<file path="config.mk">
export PLATFORM = sky130hd
export DESIGN_NAME = diff_drive_wheel_rpm_with_watchdog
export DESIGN_NICKNAME = d
export VERILOG_FILES = /design/src/hw/rtl/ddw_pkg.sv /design/src/hw/rtl/ddw_regs.sv /design/src/hw/rtl/ddw_ctrl.sv /design/src/hw/rtl/ddw_datapath.sv /design/src/hw/rtl/diff_drive_wheel_rpm_with_watchdog.sv
export SDC_FILE = /design/constraint.sdc
export NUM_CORES = 1
export LEC_CHECK = 0
export BUFFER_PORTS_ARGS = -buffer_cell sky130_fd_sc_hd__buf_2
export CORE_MARGIN = 4
export CORE_UTILIZATION = 40
export CTS_CLUSTER_SIZE = 20
export DETAILED_ROUTE_END_ITERATION = 10
export PLACE_DENSITY = 0.52
export SLEW_MARGIN = 20
export SYNTH_ARGS = -nofsm -noshare
export SYNTH_HDL_FRONTEND = slang
export SYNTH_SLANG_ARGS = --single-unit
</file>
<file path="constraint.sdc">
create_clock -name i_clk -period 14.71 [get_ports i_clk]
set_input_delay 4.413 -clock i_clk [delete_from_list [all_inputs] [get_ports i_clk]]
set_output_delay 4.413 -clock i_clk [all_outputs]
set_load 0.1 [all_outputs]
</file>
<file path="src/hw/rtl/ddw_pkg.sv">
// ----------------------------------------------------------------------------
// ddw_pkg
// shared types and constants for the differential drive wheel rpm block
// ----------------------------------------------------------------------------
package ddw_pkg;

    // register indexes on the configuration port
    localparam logic [2:0] REG_HALF_TRACK    = 3'd0;
    localparam logic [2:0] REG_RPM_PER_MPS   = 3'd1;
    localparam logic [2:0] REG_MAX_RPM       = 3'd2;
    localparam logic [2:0] REG_FLIP_LEFT     = 3'd3;
    localparam logic [2:0] REG_FLIP_RIGHT    = 3'd4;
    localparam logic [2:0] REG_TIMEOUT_TICKS = 3'd5;

    // register reset values
    localparam logic [15:0] HALF_TRACK_RST    = 16'd14746;
    localparam logic [15:0] RPM_PER_MPS_RST   = 16'd24446;
    localparam logic [18:0] MAX_RPM_RST       = 19'd0;
    localparam logic [15:0] TIMEOUT_TICKS_RST = 16'd10;

    // input kind codes
    localparam logic KIND_CMD  = 1'b0;
    localparam logic KIND_TICK = 1'b1;

    // configuration register contents
    typedef struct packed {
        logic [15:0] half_track;
        logic [15:0] rpm_per_mps;
        logic [18:0] max_rpm;
        logic        flip_left;
        logic        flip_right;
        logic [15:0] timeout_ticks;
    } t_cfg;

    // controller states
    typedef enum logic [2:0] {
        S_IDLE,
        S_TURN,
        S_LEFT,
        S_RIGHT,
        S_TICK,
        S_OUT_CMD,
        S_OUT_TICK
    } t_state;

    // shared multiplier operand select
    typedef enum logic [1:0] {
        MS_NONE,
        MS_TURN,
        MS_LEFT,
        MS_RIGHT
    } t_mul_sel;

    // controller to datapath commands
    typedef struct packed {
        logic     capture;
        logic     clr_cnt;
        logic     inc_cnt;
        t_mul_sel mul_sel;
        logic     load_out;
        logic     out_zero;
    } t_ctrl;

    // datapath to controller status
    typedef struct packed {
        logic cnt_expired;
        logic out_free;
    } t_stat;

endpackage

</file>
<file path="src/hw/rtl/ddw_regs.sv">
// ----------------------------------------------------------------------------
// ddw_regs
// apb-style configuration registers, writes and reads
// ----------------------------------------------------------------------------
module ddw_regs
    import ddw_pkg::*;
(
    input  logic        i_clk,
    input  logic        i_rst_n,
    input  logic        psel,
    input  logic        penable,
    input  logic        pwrite,
    input  logic [4:0]  paddr,
    input  logic [31:0] pwdata,
    output logic [31:0] prdata,
    output logic        pready,
    output t_cfg        o_cfg
);

    t_cfg       r_cfg;
    logic       wr_en;
    logic [2:0] reg_idx;

    assign pready  = 1'b1;
    assign wr_en   = psel && penable && pwrite;
    assign reg_idx = paddr[4:2];
    assign o_cfg   = r_cfg;

    // register writes
    always_ff @(posedge i_clk) begin
        if (!i_rst_n) begin
            r_cfg.half_track    <= HALF_TRACK_RST;
            r_cfg.rpm_per_mps   <= RPM_PER_MPS_RST;
            r_cfg.max_rpm       <= MAX_RPM_RST;
            r_cfg.flip_left     <= 1'b0;
            r_cfg.flip_right    <= 1'b0;
            r_cfg.timeout_ticks <= TIMEOUT_TICKS_RST;
        end else if (wr_en) begin
            unique case (reg_idx)
                REG_HALF_TRACK:    r_cfg.half_track    <= pwdata[15:0];
                REG_RPM_PER_MPS:   r_cfg.rpm_per_mps   <= pwdata[15:0];
                REG_MAX_RPM:       r_cfg.max_rpm       <= pwdata[18:0];
                REG_FLIP_LEFT:     r_cfg.flip_left     <= pwdata[0];
                REG_FLIP_RIGHT:    r_cfg.flip_right    <= pwdata[0];
                REG_TIMEOUT_TICKS: r_cfg.timeout_ticks <= pwdata[15:0];
                default: ;
            endcase
        end
    end

    // read mux
    always_comb begin
        unique case (reg_idx)
            REG_HALF_TRACK:    prdata = {16'd0, r_cfg.half_track};
            REG_RPM_PER_MPS:   prdata = {16'd0, r_cfg.rpm_per_mps};
            REG_MAX_RPM:       prdata = {13'd0, r_cfg.max_rpm};
            REG_FLIP_LEFT:     prdata = {31'd0, r_cfg.flip_left};
            REG_FLIP_RIGHT:    prdata = {31'd0, r_cfg.flip_right};
            REG_TIMEOUT_TICKS: prdata = {16'd0, r_cfg.timeout_ticks};
            default:           prdata = 32'd0;
        endcase
    end

endmodule

</file>
<file path="src/hw/rtl/ddw_ctrl.sv">
// ----------------------------------------------------------------------------
// ddw_ctrl
// sequencer for command and tick words, drives the datapath
// ----------------------------------------------------------------------------
module ddw_ctrl
    import ddw_pkg::*;
(
    input  logic  i_clk,
    input  logic  i_rst_n,
    input  logic  i_in_valid,
    input  logic  i_kind,
    input  t_stat i_stat,
    output logic  o_in_stall,
    output t_ctrl o_ctrl
);

    t_state r_state;
    t_state n_state;

    // state register
    always_ff @(posedge i_clk) begin
        if (!i_rst_n) begin
            r_state <= S_IDLE;
        end else begin
            r_state <= n_state;
        end
    end

    // next state and commands
    always_comb begin
        n_state        = r_state;
        o_in_stall     = 1'b1;
        o_ctrl.capture  = 1'b0;
        o_ctrl.clr_cnt  = 1'b0;
        o_ctrl.inc_cnt  = 1'b0;
        o_ctrl.mul_sel  = MS_NONE;
        o_ctrl.load_out = 1'b0;
        o_ctrl.out_zero = 1'b0;
        unique case (r_state)
            S_IDLE: begin
                o_in_stall = 1'b0;
                if (i_in_valid) begin
                    if (i_kind == KIND_CMD) begin
                        o_ctrl.capture = 1'b1;
                        o_ctrl.clr_cnt = 1'b1;
                        n_state        = S_TURN;
                    end else begin
                        o_ctrl.inc_cnt = 1'b1;
                        n_state        = S_TICK;
                    end
                end
            end
            S_TURN: begin
                o_ctrl.mul_sel = MS_TURN;
                n_state        = S_LEFT;
            end
            S_LEFT: begin
                o_ctrl.mul_sel = MS_LEFT;
                n_state        = S_RIGHT;
            end
            S_RIGHT: begin
                o_ctrl.mul_sel = MS_RIGHT;
                n_state        = S_OUT_CMD;
            end
            S_TICK: begin
                n_state = i_stat.cnt_expired ? S_OUT_TICK : S_IDLE;
            end
            S_OUT_CMD: begin
                if (i_stat.out_free) begin
                    o_ctrl.load_out = 1'b1;
                    n_state         = S_IDLE;
                end
            end
            S_OUT_TICK: begin
                if (i_stat.out_free) begin
                    o_ctrl.load_out = 1'b1;
                    o_ctrl.out_zero = 1'b1;
                    n_state         = S_IDLE;
                end
            end
            default: n_state = S_IDLE;
        endcase
    end

endmodule

</file>
<file path="src/hw/rtl/ddw_datapath.sv">
// ----------------------------------------------------------------------------
// ddw_datapath
// shared multiplier, wheel rpm shaping, tick counter and output register
// ----------------------------------------------------------------------------
module ddw_datapath
    import ddw_pkg::*;
(
    input  logic               i_clk,
    input  logic               i_rst_n,
    input  t_cfg               i_cfg,
    input  t_ctrl              i_ctrl,
    input  logic signed [15:0] i_linear_velocity,
    input  logic signed [15:0] i_angular_velocity,
    input  logic               i_out_stall,
    output t_stat              o_stat,
    output logic               o_out_valid,
    output logic signed [19:0] o_left_speed,
    output logic signed [19:0] o_right_speed,
    output logic               o_timed_out
);

    logic signed [15:0] r_v;
    logic signed [15:0] r_w;
    logic signed [16:0] r_turn;
    logic signed [19:0] r_left;
    logic signed [19:0] r_right;
    logic        [15:0] r_cnt;
    logic               r_out_valid;

    logic signed [17:0] mul_a;
    logic signed [16:0] mul_b;
    logic signed [34:0] prod;
    logic signed [17:0] speed;
    logic               inv;
    logic signed [18:0] rpm_raw;
    logic signed [19:0] rpm_sgn;
    logic signed [19:0] lim;
    logic signed [19:0] rpm_out;

    // left speed is v minus turn, right speed is v plus turn
    always_comb begin
        if (i_ctrl.mul_sel == MS_LEFT) begin
            speed = 18'(r_v) - 18'(r_turn);
        end else begin
            speed = 18'(r_v) + 18'(r_turn);
        end
    end

    // shared multiplier operand select
    always_comb begin
        unique case (i_ctrl.mul_sel)
            MS_TURN: begin
                mul_a = 18'(r_w);
                mul_b = signed'({1'b0, i_cfg.half_track});
            end
            MS_LEFT, MS_RIGHT: begin
                mul_a = speed;
                mul_b = signed'({1'b0, i_cfg.rpm_per_mps});
            end
            default: begin
                mul_a = '0;
                mul_b = '0;
            end
        endcase
    end

    assign prod = 35'(mul_a) * 35'(mul_b);

    // floor shift to q.4, optional negate, symmetric clamp when max_rpm is nonzero
    // the clamped value already lies inside the 20-bit output range
    assign rpm_raw = prod[34:16];
    assign inv     = (i_ctrl.mul_sel == MS_LEFT) ? i_cfg.flip_left : i_cfg.flip_right;
    assign rpm_sgn = inv ? -20'(rpm_raw) : 20'(rpm_raw);
    assign lim     = signed'({1'b0, i_cfg.max_rpm});

    always_comb begin
        rpm_out = rpm_sgn;
        if (i_cfg.max_rpm != '0) begin
            if (rpm_sgn > lim) begin
                rpm_out = lim;
            end else if (rpm_sgn < -lim) begin
                rpm_out = -lim;
            end
        end
    end

    // operand capture and intermediate results
    always_ff @(posedge i_clk) begin
        if (i_ctrl.capture) begin
            r_v <= i_linear_velocity;
            r_w <= i_angular_velocity;
        end
        unique case (i_ctrl.mul_sel)
            MS_TURN:  r_turn  <= prod[32:16];
            MS_LEFT:  r_left  <= rpm_out;
            MS_RIGHT: r_right <= rpm_out;
            default: ;
        endcase
    end

    // ticks since the last command, saturating
    always_ff @(posedge i_clk) begin
        if (!i_rst_n) begin
            r_cnt <= '0;
        end else if (i_ctrl.clr_cnt) begin
            r_cnt <= '0;
        end else if (i_ctrl.inc_cnt && (r_cnt != '1)) begin
            r_cnt <= r_cnt + 16'd1;
        end
    end

    assign o_stat.cnt_expired = (r_cnt > i_cfg.timeout_ticks);
    assign o_stat.out_free    = !r_out_valid || !i_out_stall;

    // output word valid
    always_ff @(posedge i_clk) begin
        if (!i_rst_n) begin
            r_out_valid <= 1'b0;
        end else if (i_ctrl.load_out) begin
            r_out_valid <= 1'b1;
        end else if (!i_out_stall) begin
            r_out_valid <= 1'b0;
        end
    end

    // output word payload
    always_ff @(posedge i_clk) begin
        if (i_ctrl.load_out) begin
            o_left_speed  <= i_ctrl.out_zero ? '0 : r_left;
            o_right_speed <= i_ctrl.out_zero ? '0 : r_right;
            o_timed_out   <= i_ctrl.out_zero;
        end
    end

    assign o_out_valid = r_out_valid;

endmodule

</file>
<file path="src/hw/rtl/diff_drive_wheel_rpm_with_watchdog.sv">
// ----------------------------------------------------------------------------
// diff_drive_wheel_rpm_with_watchdog
// differential drive wheel rpm converter with a command watchdog
// ----------------------------------------------------------------------------
// A command word (kind 0) goes from acceptance to a loaded output word
// through an accept step and three passes through the single shared
// 18x17 multiplier (turn term, left wheel, right wheel), then the output load.
// A tick word (kind 1) is counted and produces nothing, unless the
// watchdog has expired, in which case a zero pair marked timed_out is sent.
// One word is worked on at a time; the output register lets a finished word
// wait for the sink while the next word is accepted and processed, and the
// sequencer only holds at its final load step if the previous word is still
// waiting.
module diff_drive_wheel_rpm_with_watchdog
    import ddw_pkg::*;
(
    input  logic               i_clk,
    input  logic               i_rst_n,
    input  logic               i_in_valid,
    output logic               o_in_stall,
    input  logic               i_kind,
    input  logic signed [15:0] i_linear_velocity,
    input  logic signed [15:0] i_angular_velocity,
    output logic               o_out_valid,
    input  logic               i_out_stall,
    output logic signed [19:0] o_left_speed,
    output logic signed [19:0] o_right_speed,
    output logic               o_timed_out,
    input  logic               psel,
    input  logic               penable,
    input  logic               pwrite,
    input  logic [4:0]         paddr,
    input  logic [31:0]        pwdata,
    output logic [31:0]        prdata,
    output logic               pready
);

    t_cfg  cfg;
    t_ctrl ctrl;
    t_stat stat;

    // configuration registers
    ddw_regs u_regs (
        .i_clk   (i_clk),
        .i_rst_n (i_rst_n),
        .psel    (psel),
        .penable (penable),
        .pwrite  (pwrite),
        .paddr   (paddr),
        .pwdata  (pwdata),
        .prdata  (prdata),
        .pready  (pready),
        .o_cfg   (cfg)
    );

    // sequencer
    ddw_ctrl u_ctrl (
        .i_clk      (i_clk),
        .i_rst_n    (i_rst_n),
        .i_in_valid (i_in_valid),
        .i_kind     (i_kind),
        .i_stat     (stat),
        .o_in_stall (o_in_stall),
        .o_ctrl     (ctrl)
    );

    // arithmetic and output register
    ddw_datapath u_datapath (
        .i_clk              (i_clk),
        .i_rst_n            (i_rst_n),
        .i_cfg              (cfg),
        .i_ctrl             (ctrl),
        .i_linear_velocity  (i_linear_velocity),
        .i_angular_velocity (i_angular_velocity),
        .i_out_stall        (i_out_stall),
        .o_stat             (stat),
        .o_out_valid        (o_out_valid),
        .o_left_speed       (o_left_speed),
        .o_right_speed      (o_right_speed),
        .o_timed_out        (o_timed_out)
    );

endmodule
</file>
# ---- Word level (Yosys, flattened, before mapping)
# Index checks and enable logic that the tools add are counted.
dict set report word_totals {
  register_bits 219
  in_bits 77
  output_inout_bits 76
}
dict set report classes {
  add_sub_neg 5
  mul 1
  n_lt_le_gt_ge 3
  eq_ne 18
  n_mux 26
  bitwise_logic 1
  reduce_logical 19
}
# op count
set op_table {}
lappend op_table {{$pmux 19 s6} 1}
lappend op_table {{$mux 20} 4}
lappend op_table {{$neg 19->20} 2}
lappend op_table {{$pmux 18 s2} 1}
lappend op_table {{$mul 18x17->35} 1}
lappend op_table {{$pmux 16 s2} 1}
lappend op_table {{$gt 20x20->1} 1}
lappend op_table {{$lt 20x20->1} 1}
lappend op_table {{$reduce_bool 19->1} 1}
lappend op_table {{$add 16x17->18} 1}
lappend op_table {{$mux 18} 1}
lappend op_table {{$mux 3} 6}
lappend op_table {{$pmux 3 s6} 1}
lappend op_table {{$sub 16x17->18} 1}
lappend op_table {{$add 16x1->16 const B} 1}
lappend op_table {{$gt 16x16->1} 1}
lappend op_table {{$ne 16x16->1 const B} 1}
lappend op_table {{$eq 3x3->1 const B} 5}
lappend op_table {{$reduce_and 2->1} 7}
lappend op_table {{$eq 3x2->1 const B} 4}
lappend op_table {{$mux 1} 7}
lappend op_table {{$eq 3x1->1 const B} 2}
lappend op_table {{$logic_not 3->1} 2}
lappend op_table {{$pmux 2 s3} 1}
lappend op_table {{other kinds (11)} 19}

# ---- Logic depth before layout (Yosys ltp)
# Gate-level depths: netlist (run 1).
dict set report logic_depth {
  word_depth 12
  mapped_depth 58
  depth_no_buf 54
}

# ---- Hierarchy
# A second synthesis (run 1) with hierarchy kept.
dict set report unflattened {
  hier_cells 2577
  hier_area_um2 23897.9
}
# module instances cells_each area_each_um2 seq_area_each_um2
set by_module_without_submodules {}
lappend by_module_without_submodules {ddw_datapath 1 2191 20298.2 4244.1}
lappend by_module_without_submodules {ddw_regs 1 352 3343.2 1381.3}
lappend by_module_without_submodules {ddw_ctrl 1 34 256.5 60.1}

# ---- Least setup slack after synthesis (run 1)
# Ideal clock, no wire load.
dict set report synth_path {
  kind {register to register}
  start {register u_ctrl.r_state[2]}
  end {register u_datapath.r_left[15], data pin}
  setup_ns 0.280
  arrival_ns 12.466
  required_time_ns 14.430
  setup_slack_ns 1.964
  stages_incl_launch_ff 52
  n_path_buf 4
  synth_period_minus_slack_ns 12.746
  cell_sequence {dfxtp_1 -> nor2b_1 -> clkbuf_1 -> nand2b_1 -> clkinv_1 -> nor2_1 -> xnor2_1 -> ha_1 -> o21ai_0 -> a21boi_0 -> o21ai_0 -> a21boi_0 -> o21ai_0 -> a21boi_0 -> o31ai_1 -> a211oi_1 -> o31ai_1 -> xor2_1 -> (+16 left out) -> a21oi_1 -> mux2i_1 -> o21ai_0 -> nor3b_2 -> nor4_4 -> and2_1 -> a31oi_1 -> xor2_1 -> inv_1 -> ha_1 -> a21o_1 -> a21oi_1 -> o21ai_0 -> a21oi_1 -> a21oi_1 -> nor4_2 -> buf_6 -> o221ai_2}
}
dict set report synth_between {
  elab_chain_len 12
}
# item line
set synth_rtl {}
lappend synth_rtl {{start: declaration} ddw_ctrl.sv:17} ;# t_state r_state;
lappend synth_rtl {{start signal: assignment} ddw_ctrl.sv:25} ;# r_state <= n_state;
lappend synth_rtl {{$eq 3x2->1 / $eq 3x1->1 (equally long branches)} ddw_ctrl.sv:39} ;# unique case (r_state)
lappend synth_rtl {{$pmux 2 s3 (*)} ddw_ctrl.sv:39}
lappend synth_rtl {{$eq 2x2->1, on equally long branches} {ddw_datapath.sv:42, ddw_datapath.sv:51}}
lappend synth_rtl {{$mux 18 / $reduce_or 2->1 (equally long branches)} {ddw_datapath.sv:42, ddw_datapath.sv:51}}
lappend synth_rtl {{$pmux 18 s2 / $pmux 16 s2 (equally long branches)} ddw_datapath.sv:51} ;# unique case (i_ctrl.mul_sel)
lappend synth_rtl {{$mul 18x17->35 (*)} ddw_datapath.sv:67} ;# assign prod = 35'(mul_a) * 35'(mul_b);
lappend synth_rtl {{named net u_datapath.prod[29]} ddw_datapath.sv:32} ;# logic signed [34:0] prod;
lappend synth_rtl {{$neg 19->20} ddw_datapath.sv:73} ;# assign rpm_sgn = inv ? -20'(rpm_raw) : 20'(rpm_raw);
lappend synth_rtl {{$mux 20 (*)} ddw_datapath.sv:73}
lappend synth_rtl {{$lt 20x20->1} ddw_datapath.sv:81} ;# end else if (rpm_sgn < -lim) begin
lappend synth_rtl {{$mux 20} ddw_datapath.sv:81}
lappend synth_rtl {{$mux 20} ddw_datapath.sv:79} ;# if (rpm_sgn > lim) begin
lappend synth_rtl {{$mux 20 (*)} ddw_datapath.sv:78} ;# if (i_cfg.max_rpm != '0) begin
lappend synth_rtl {{named net u_datapath.rpm_out[15]} ddw_datapath.sv:38} ;# logic signed [19:0] rpm_out;
lappend synth_rtl {{end signal: assignment} ddw_datapath.sv:95} ;# MS_LEFT: r_left <= rpm_out;
lappend synth_rtl {{end: declaration} ddw_datapath.sv:25} ;# logic signed [19:0] r_left;
# Mark *: on every way through the listed nets, which the timed path passes. The rest lies on a longest branch.
# A chain may end at the register's enable or synchronous reset.

# ---- Worst setup path after layout (run 1)
dict set report layout_path {
  start {register u_ctrl.r_state[2]}
  end {register u_datapath.r_right[16], data pin}
}
dict set report layout_between {
  elab_chain_len 12
}
# item line
set layout_rtl {}
lappend layout_rtl {{$eq 3x2->1 / $eq 3x1->1 (equally long branches)} ddw_ctrl.sv:39}
lappend layout_rtl {{$pmux 2 s3 (*)} ddw_ctrl.sv:39}
lappend layout_rtl {{$eq 2x2->1, on equally long branches} {ddw_datapath.sv:42, ddw_datapath.sv:51}}
lappend layout_rtl {{$mux 18 / $reduce_or 2->1 (equally long branches)} {ddw_datapath.sv:42, ddw_datapath.sv:51}}
lappend layout_rtl {{$pmux 18 s2 / $pmux 16 s2 (equally long branches)} ddw_datapath.sv:51}
lappend layout_rtl {{$mul 18x17->35 (*)} ddw_datapath.sv:67}
lappend layout_rtl {{named net u_datapath.prod[27]} ddw_datapath.sv:32}
lappend layout_rtl {{$neg 19->20} ddw_datapath.sv:73}
lappend layout_rtl {{$mux 20 (*)} ddw_datapath.sv:73}
lappend layout_rtl {{$lt 20x20->1} ddw_datapath.sv:81}
lappend layout_rtl {{$mux 20} ddw_datapath.sv:81}
lappend layout_rtl {{$mux 20} ddw_datapath.sv:79}
lappend layout_rtl {{$mux 20 (*)} ddw_datapath.sv:78}
lappend layout_rtl {{named net u_datapath.rpm_out[16]} ddw_datapath.sv:38}
lappend layout_rtl {{end signal: assignment} ddw_datapath.sv:96} ;# MS_RIGHT: r_right <= rpm_out;
lappend layout_rtl {{end: declaration} ddw_datapath.sv:26} ;# logic signed [19:0] r_right;
# Marks and branches as above.

==> impl_summary.txt, run 1 <==
----------------------------------------------------
[Yosys]
  Mean post-synth cell area ... 9.09 um^2
  Proportion of netlist area held by the largest area contributor ... 0.240
  Portion of the post-synthesis area used by sequential elements ... 0.238
  Area fraction in compound gates after synthesis ... 0.146
  Yosys warning count ... 0
  Library cell with the highest instance count after synthesis ... inv_1
  Xor/xnor cell area share of the yosys netlist ... 0.0359
  Number of synthesized flops with an enable pin ... 130
  Largest family of logic cells by synthesized area ... adder cells
  Top post-synthesis cells by area ... fa_1 24%, edfxtp_1 16%, ha_1 8.4%, dfxtp_1 7.5%, inv_1 6.6%
  Synthesized-area fraction occupied by and/or/nand/nor cells ... 0.162
  Fraction of registers with async set/reset ... 0
  Synthesized-area fraction occupied by adder cells ... 0.325
  Yosys reg bits ... 219
  Main synth FF type ... edfxtp_1
  Cell count after synthesis ... 2629
  Cell type contributing the most total cell area after synthesis ... fa_1
  Number of distinct library cells after synthesis ... 98
  Cell area after technology mapping ... 0.0239 mm^2
  Top cells by count, synth ... 423 x inv_1, 374 x nand2_1, 287 x fa_1
  Multiplexer fraction of the synthesized cell area ... 0.00335

[Drt]
  Detailed router's first-iteration violation count ... 1459
  Detailed-route DRC error count ... 0
  Detail-routed net length per standard cell ... 21.0 um
  Routed Antenna Nets ... 0
  Total length of routed wires ... 73.6 mm
  Vias per inst ... 5.48
  First drt pass iteration count ... 6
  Vias ... 19300

[STA]
  Setup TNS ... 0 ps
  Final period utilization ... 0.946
  Time the final worst path needs with I/O delays and setup ... 13910 ps
  Final count of hold timing violations ... 0
  Maximum clock frequency ... 71.9 MHz
  Max transition margin ... 0.252
  Worst Tran Pin Value ... 1120 ps
  Setup repair after global routing missed its margin ... false
  Clock tree skew after final layout ... 22.4 ps
  Setup-failing EPs final ... 0
  Final-report max-slew violation count ... 0

[Global route]
  Initial antenna violation count ... 1
  Global-route track usage on met3 ... 0.0391
  Global-route wire length before repair ... 114 mm
  Maximum number of pins on one net before global-route repair ... 75
  Total global routing track utilization ... 0.230
  Overflow after GRT ... 0
  Met2 routing resource usage after global routing ... 0.373
  Met1 routing resource usage after global routing ... 0.321
  Number of global-route vias before repair ... 19700
  Grt peak-use layer ... met2

[Setup path]
  CP endpoint kind ... flip-flop
  Largest driver fanout on the critical path ... 24
  Worst Setup Path Type ... flip-flop to flip-flop
  Arrival time at the worst endpoint ... 14240 ps
  Cell with the most instances on the worst path ... fa_1
  Type of element launching the critical path ... flip-flop
  Worst r2r path cells ... 49
  Worst path max stage delay ... 700 ps
  Standard cell with the maximum stage delay on the critical path ... fa_1
  Required time at the worst-slack endpoint ... 15040 ps
  Reg-to-reg critical path startpoint ... u_ctrl.r_state[2]$_SDFFE_PN0P_
  Worst-case register-to-register setup slack ... 800 ps
  Reg-to-reg endpoint ... u_datapath.r_right[16]$_DFFE_PN_

[Clocking]
  Clk Latency, worst-skew pair ... 570 ps
  Hold buffer count at CTS ... 0
  Number of clock sinks ... 219
  Gates resized, CTS repair ... 0
  TritonCTS clock tree ... done
  Clock root cell ... clkbuf_16
  H-tree levels ... 1
  Number of clock buffers inserted by TritonCTS ... 27
  CTS Buffer Depth ... 3
  Clock Pin Slew Worst Setup and Hold Paths ... 60 ps
  Total setup buffers inserted after CTS ... 0

[Die]
  Die area ... 0.0637 mm^2
  Die Span Y ... 252 um
  Effective utilization at floorplan ... 0.405
  Die width ... 252 um
  Boundary pin count ... 153
  Standard-cell rows ... 89
  Core Box Area ... 0.0590 mm^2

[Min path]
  Launch point of the worst hold path ... u_regs.o_cfg[5]$_SDFFE_PN0P_
  Worst Hold Class ... flip-flop to flip-flop
  Hold Path End ... u_regs.o_cfg[5]$_SDFFE_PN0P_
  Cell depth of the worst hold path ... 2

[Cells and area]
  Layout overhead on the synthesized area ... 10.2%
  Share of post-route cells with drive strength above 1 ... 0.0997
  Fill cells ... 5823
  Number of nets at the end of the flow ... 3241

[Placed design]
  Post-detailed-placement half-perimeter wirelength ... 59.3 mm
  Final RePlAce weighted congestion ... 0.899
  Input/output buffers ... 123

[Flow run]
  Reported max-cap violation count ... 0

[Run status]
  Run status ... completed

----------------------------------------------------
how the worst max path moves through the flow:
| stage | slack, ps | endpoint | from |
|---|---|---|---|
| after global placement | 530 | u_datapath.r_left[19]$_DFFE_PP_ | u_ctrl.r_state[2]$_SDFFE_PN0P_ |
| final | 800 | u_datapath.r_right[16]$_DFFE_PN_ | u_ctrl.r_state[2]$_SDFFE_PN0P_ |
| after CTS | 200 | u_datapath.r_left[19]$_DFFE_PP_ | u_ctrl.r_state[2]$_SDFFE_PN0P_ |
| after floorplan | 1960 | u_datapath.r_left[15]$_DFFE_PP_ | u_ctrl.r_state[2]$_SDFFE_PN0P_ |
| after detailed placement | 300 | u_datapath.r_right[19]$_DFFE_PN_ | u_ctrl.r_state[2]$_SDFFE_PN0P_ |
| after global routing | 30 | u_datapath.r_right[15]$_DFFE_PN_ | u_ctrl.r_state[2]$_SDFFE_PN0P_ |
state kept, by name, summed over array words and instances (netlist names):
name / count
u_datapath.r_turn: 17
u_datapath.r_w: 16
u_datapath.o_right_speed: 20
u_datapath.r_v: 16
u_datapath.r_right: 20
u_datapath.o_left_speed: 20
u_ctrl.r_state: 3
u_datapath.o_out_valid: 1
u_datapath.r_cnt: 16
u_datapath.o_timed_out: 1
u_regs.o_cfg: 69
u_datapath.r_left: 20
kinds of logic (layout without fill, tap and decap cells):
kind of cell,after synthesis,count (layout)
buffers and inverters,547,642
xor gates and xnor gates,98,98
muxes,8,8
and+or+nand+nor,845,846
adders and majority gates,448,448
DFF,219,219
AOI/OAI and AO/OA,462,462
other,2,15
area by class of cell:
cell class,count,area [um^2],share of cell area
multi-input cells,1876,16200,0.617
flip-flops and latches,219,5690,0.216
inverters,425,1600,0.0606
well taps,773,967,0.0368
repair buffers,167,943,0.0358
clock buffers,36,739,0.0281
clock inverters,14,149,0.00566
diodes,1,2.50,0.0000951
through the flow:
stage	instances	utilization	area [um^2]	hold slack (ps)	setup WS, ps
after floorplan	2641	-	23900	456	1960
after global placement	3457	0.429	25300	471	530
after detailed placement	3458	0.429	25300	481	299
after CTS	3508	0.444	26200	489	204
after global routing	3510	0.446	26300	512	27.6
final	3511	0.446	26300	483	801
placed cells by master (no fill, tap or decap), drive strengths merged, types with 69 or more instances in the layout:
cell and n:
inv 429, edfxtp 130, and2 70, nor2 201
a21oi 69, nand2 374, ha 161, dfxtp 89
buf 167, fa 287
worst max-delay path, delay by kind of cell, from the launching register on:
family | cells | cell delay (ps)
adder cells (fa/ha/maj) | 9 | 4350
multiplexers | 1 | 300
XOR/XNOR | 2 | 500
AO/OA/AOI/OAI | 18 | 4770
AND/OR/NAND/NOR | 11 | 2180
buffers and inverters | 8 | 1090
flip-flops | 1 | 430
per-layer routing:
layer,vias to the layer above,part of all wire
li1,8919,-
met1,9572,0.44
met2,655,0.46
met3,109,0.064
met4,0,0.031
met5,-,0
Power of run 1 is left out: the tool's default activity adds up to more than one toggle a clock period on the data nets, which glitch-free logic cannot reach.
==> inputs of run 2 (changes only) <==
--- a/config.mk
+++ b/config.mk
@@ -5,12 +5,13 @@
 export SDC_FILE = /design/constraint.sdc
 export NUM_CORES = 1
 export LEC_CHECK = 0
+export ABC_AREA = 1
 export BUFFER_PORTS_ARGS = -buffer_cell sky130_fd_sc_hd__buf_2
 export CORE_MARGIN = 4
 export CORE_UTILIZATION = 40
 export CTS_CLUSTER_SIZE = 20
 export DETAILED_ROUTE_END_ITERATION = 10
-export PLACE_DENSITY = 0.52
+export PLACE_DENSITY = 0.53
 export SLEW_MARGIN = 20
 export SYNTH_ARGS = -nofsm -noshare
 export SYNTH_HDL_FRONTEND = slang
==> run 2 against run 1 <==
  * Critical path depth increased by 10
  * Die area decreased by 0.42%
  * Synthesized area decreased by 0.43%
  * Flip-flop and latch count unchanged
  * Critical path type unchanged
  * Highest routed layer unchanged
==> impl_summary.txt, run 2 <==
----------------------------------------------------
[Run status]
  Run status ... completed

[Clocking]
  TritonCTS clock tree ... done
  Hold buffer count at CTS ... 0 (unchanged)
  Number of clock buffers inserted by TritonCTS ... 25 (-7.4%)
  Clock root cell ... clkbuf_16
  Clk Latency, worst-skew pair ... 540 ps (-30 ps)
  H-tree levels ... 1 (unchanged)
  CTS Buffer Depth ... 3 (unchanged)
  Gates resized, CTS repair ... 0 (unchanged)
  Number of clock sinks ... 219 (unchanged)
  Clock Pin Slew Worst Setup and Hold Paths ... 60 ps (about the same)
  Total setup buffers inserted after CTS ... 0 (unchanged)

[Drt]
  Detailed-route DRC error count ... 0 (unchanged)
  Detail-routed net length per standard cell ... 18.3 um (-13%)
  First drt pass iteration count ... 7 (+1)
  Routed Antenna Nets ... 0 (unchanged)
  Vias ... 19700 (+2.2%)
  Detailed router's first-iteration violation count ... 1363 (-6.6%)
  Vias per inst ... 5.02 (-8.5%)
  Total length of routed wires ... 71.9 mm (-2.3%)

[Setup path]
  Arrival time at the worst endpoint ... 13050 ps (-1190 ps)
  Worst-case register-to-register setup slack ... 1920 ps (+1120 ps)
  Worst Setup Path Type ... flip-flop to flip-flop
  Cell with the most instances on the worst path ... nand2_1
  Largest driver fanout on the critical path ... 20 (-17%)
  Standard cell with the maximum stage delay on the critical path ... fa_1
  Worst r2r path cells ... 59 (+20%)
  CP endpoint kind ... flip-flop
  Worst path max stage delay ... 850 ps (+150 ps)
  Required time at the worst-slack endpoint ... 14970 ps (-70 ps)
  Type of element launching the critical path ... flip-flop

[Global route]
  Total global routing track utilization ... 0.226 (-0.00383)
  Initial antenna violation count ... 3 (+2)
  Global-route track usage on met3 ... 0.0463 (+0.00718)
  Global-route wire length before repair ... 112 mm (-1.6%)
  Grt peak-use layer ... met2
  Number of global-route vias before repair ... 19800 (+0.12%)
  Maximum number of pins on one net before global-route repair ... 62 (-17%)
  Met2 routing resource usage after global routing ... 0.365 (-0.00892)
  Met1 routing resource usage after global routing ... 0.319 (-0.00204)
  Overflow after GRT ... 0 (unchanged)

[Yosys]
  Cell count after synthesis ... 2997 (+14%)
  Top post-synthesis cells by area ... fa_1 24%, edfxtp_1 16%, inv_1 11%, nand2_1 9.4%, ha_1 8.5%
  Main synth FF type ... edfxtp_1
  Portion of the post-synthesis area used by sequential elements ... 0.239 (+0.00104)
  Number of synthesized flops with an enable pin ... 130 (unchanged)
  Cell type contributing the most total cell area after synthesis ... fa_1
  Yosys warning count ... 0 (unchanged)
  Library cell with the highest instance count after synthesis ... inv_1
  Proportion of netlist area held by the largest area contributor ... 0.242 (+0.00105)
  Mean post-synth cell area ... 7.94 um^2 (-13%)
  Yosys reg bits ... 219 (unchanged)
  Top cells by count, synth ... 721 x inv_1, 597 x nand2_1, 287 x fa_1
  Fraction of registers with async set/reset ... 0 (unchanged)
  Cell area after technology mapping ... 0.0238 mm^2 (-0.43%)
  Number of distinct library cells after synthesis ... 52 (-47%)

[STA]
  Final count of hold timing violations ... 0 (unchanged)
  Clock tree skew after final layout ... 7.83 ps (-14.6 ps)
  Final-report max-slew violation count ... 0 (unchanged)
  Final period utilization ... 0.870 (-0.0760)
  Max transition margin ... 0.279 (+0.0268)
  Post-route setup slack ... 1920 ps (+1120 ps)
  Setup repair after global routing missed its margin ... false
  Worst hold margin ... 477 ps (-5.69 ps)
  Setup-failing EPs final ... 0 (unchanged)
  Maximum clock frequency ... 78.2 MHz (+8.7%)
  Worst Tran Pin Value ... 1080 ps (-40.2 ps)
  Setup TNS ... 0 ps (unchanged)
  Time the final worst path needs with I/O delays and setup ... 12790 ps (-1120 ps)

[Cells and area]
  Commonest non-fill, non-tap cells in the layout ... 721 x inv_1, 597 x nand2_1, 287 x fa_1
  Number of nets at the end of the flow ... 3653 (+13%)
  Most frequent standard cell in the layout excluding fill and tap cells ... inv_1
  Layout overhead on the synthesized area ... 10.3%
  Final design utilization ... 0.446 (about the same)
  Flip-flop count of the largest register after layout ... 69 (unchanged)
  Share of post-route cells with drive strength above 1 ... 0.0884 (-0.0114)

[Flow run]
  Reported max-cap violation count ... 0 (unchanged)

[Placed design]
  Final RePlAce weighted congestion ... 0.921 (+2.5%)
  Post-detailed-placement half-perimeter wirelength ... 58.6 mm (-1.2%)
  Worst slack, placed ... 1960 ps (+1670 ps)
  Input/output buffers ... 123 (unchanged)

[Min path]
  Worst Hold Class ... flip-flop to flip-flop
  Cell depth of the worst hold path ... 2 (unchanged)

[Die]
  Standard-cell rows ... 89 (unchanged)
  Die area ... 0.0634 mm^2 (-0.42%)
  Effective utilization at floorplan ... 0.404 (-0.000998)
  Core Box Area ... 0.0589 mm^2 (-0.19%)
  Die Span Y ... 252 um (-0.21%)
  Boundary pin count ... 153 (unchanged)
  Die width ... 252 um (-0.21%)

----------------------------------------------------
==> run 2: cell count changes after synthesis, sizes merged, moves of 55 or more <==
cell | before | now
nor2 | 201 | 271
o21ai | 62 | 119
inv | 424 | 730
a21oi | 69 | 145
and2 | 70 | 3
nand3 | 48 | 103
nand2 | 374 | 615
==> run 2: critical path, delay by kind of cell, from the launching register on <==
| kind | cells | cell delay, ps |
|---|---|---|
| AO/OA/AOI/OAI | 9 | 1350 |
| XOR/XNOR | 3 | 930 |
| adder cells (fa/ha/maj) | 10 | 4540 |
| buffers and inverters | 9 | 900 |
| flip-flops | 1 | 430 |
| AND/OR/NAND/NOR | 28 | 4330 |
==> run 2: kinds of logic (layout without fill, tap and decap cells) <==
family	Yosys count	count (layout)	synth area share
and+or+nand+nor	1076	1076	0.189
buffers and inverters	820	957	0.133
adders and majority gates	448	448	0.326
AOI/OAI and AO/OA	359	359	0.0862
DFF	219	219	0.239
xor gates and xnor gates	73	73	0.0269
other	2	15	0.000316
==> run 2: final cells by class <==
type                            count  area, um^2
Clock buffer                       32         692
Fill cell                        6011       32700
Tap cell                          773         967
Clock inverter                     13        80.1
Inverter                          741        2780
Multi-Input combinational cell   1970       15000
Timing Repair Buffer              171         988
Antenna cell                        1        2.50
Sequential cell                   219        5690
==> run 2: through the flow <==
| step | instance area (um^2) | cells |
|---|---|---|
| floorplan | 23800 | 3009 |
| global placement | 25500 | 3873 |
| detailed placement | 25500 | 3873 |
| CTS | 26200 | 3918 |
| global route | 26200 | 3919 |
| finish | 26200 | 3920 |
==> run 2: routing by layer <==
layer / share of wire / routed length, um / vias to the layer above
met5: 0 / 0 / -
met4: 0.024 / 1740 / 0
met3: 0.073 / 5250 / 87
met2: 0.45 / 32200 / 563
met1: 0.46 / 32700 / 9570
li1: - / - / 9454
==> run 2: path summary, 6_finish.rpt <==
kind	start	end
worst max-delay path	u_datapath.r_turn[0]$_DFFE_PN_	u_datapath.r_left[4]$_DFFE_PP_
worst min-delay path	u_regs.o_cfg[16]$_SDFFE_PN0P_	u_regs.o_cfg[16]$_SDFFE_PN0P_
worst min register to register	u_regs.o_cfg[16]$_SDFFE_PN0P_	u_regs.o_cfg[16]$_SDFFE_PN0P_
worst max register to register	u_datapath.r_turn[0]$_DFFE_PN_	u_datapath.r_left[4]$_DFFE_PP_
Power of run 2 is left out for the same reason.
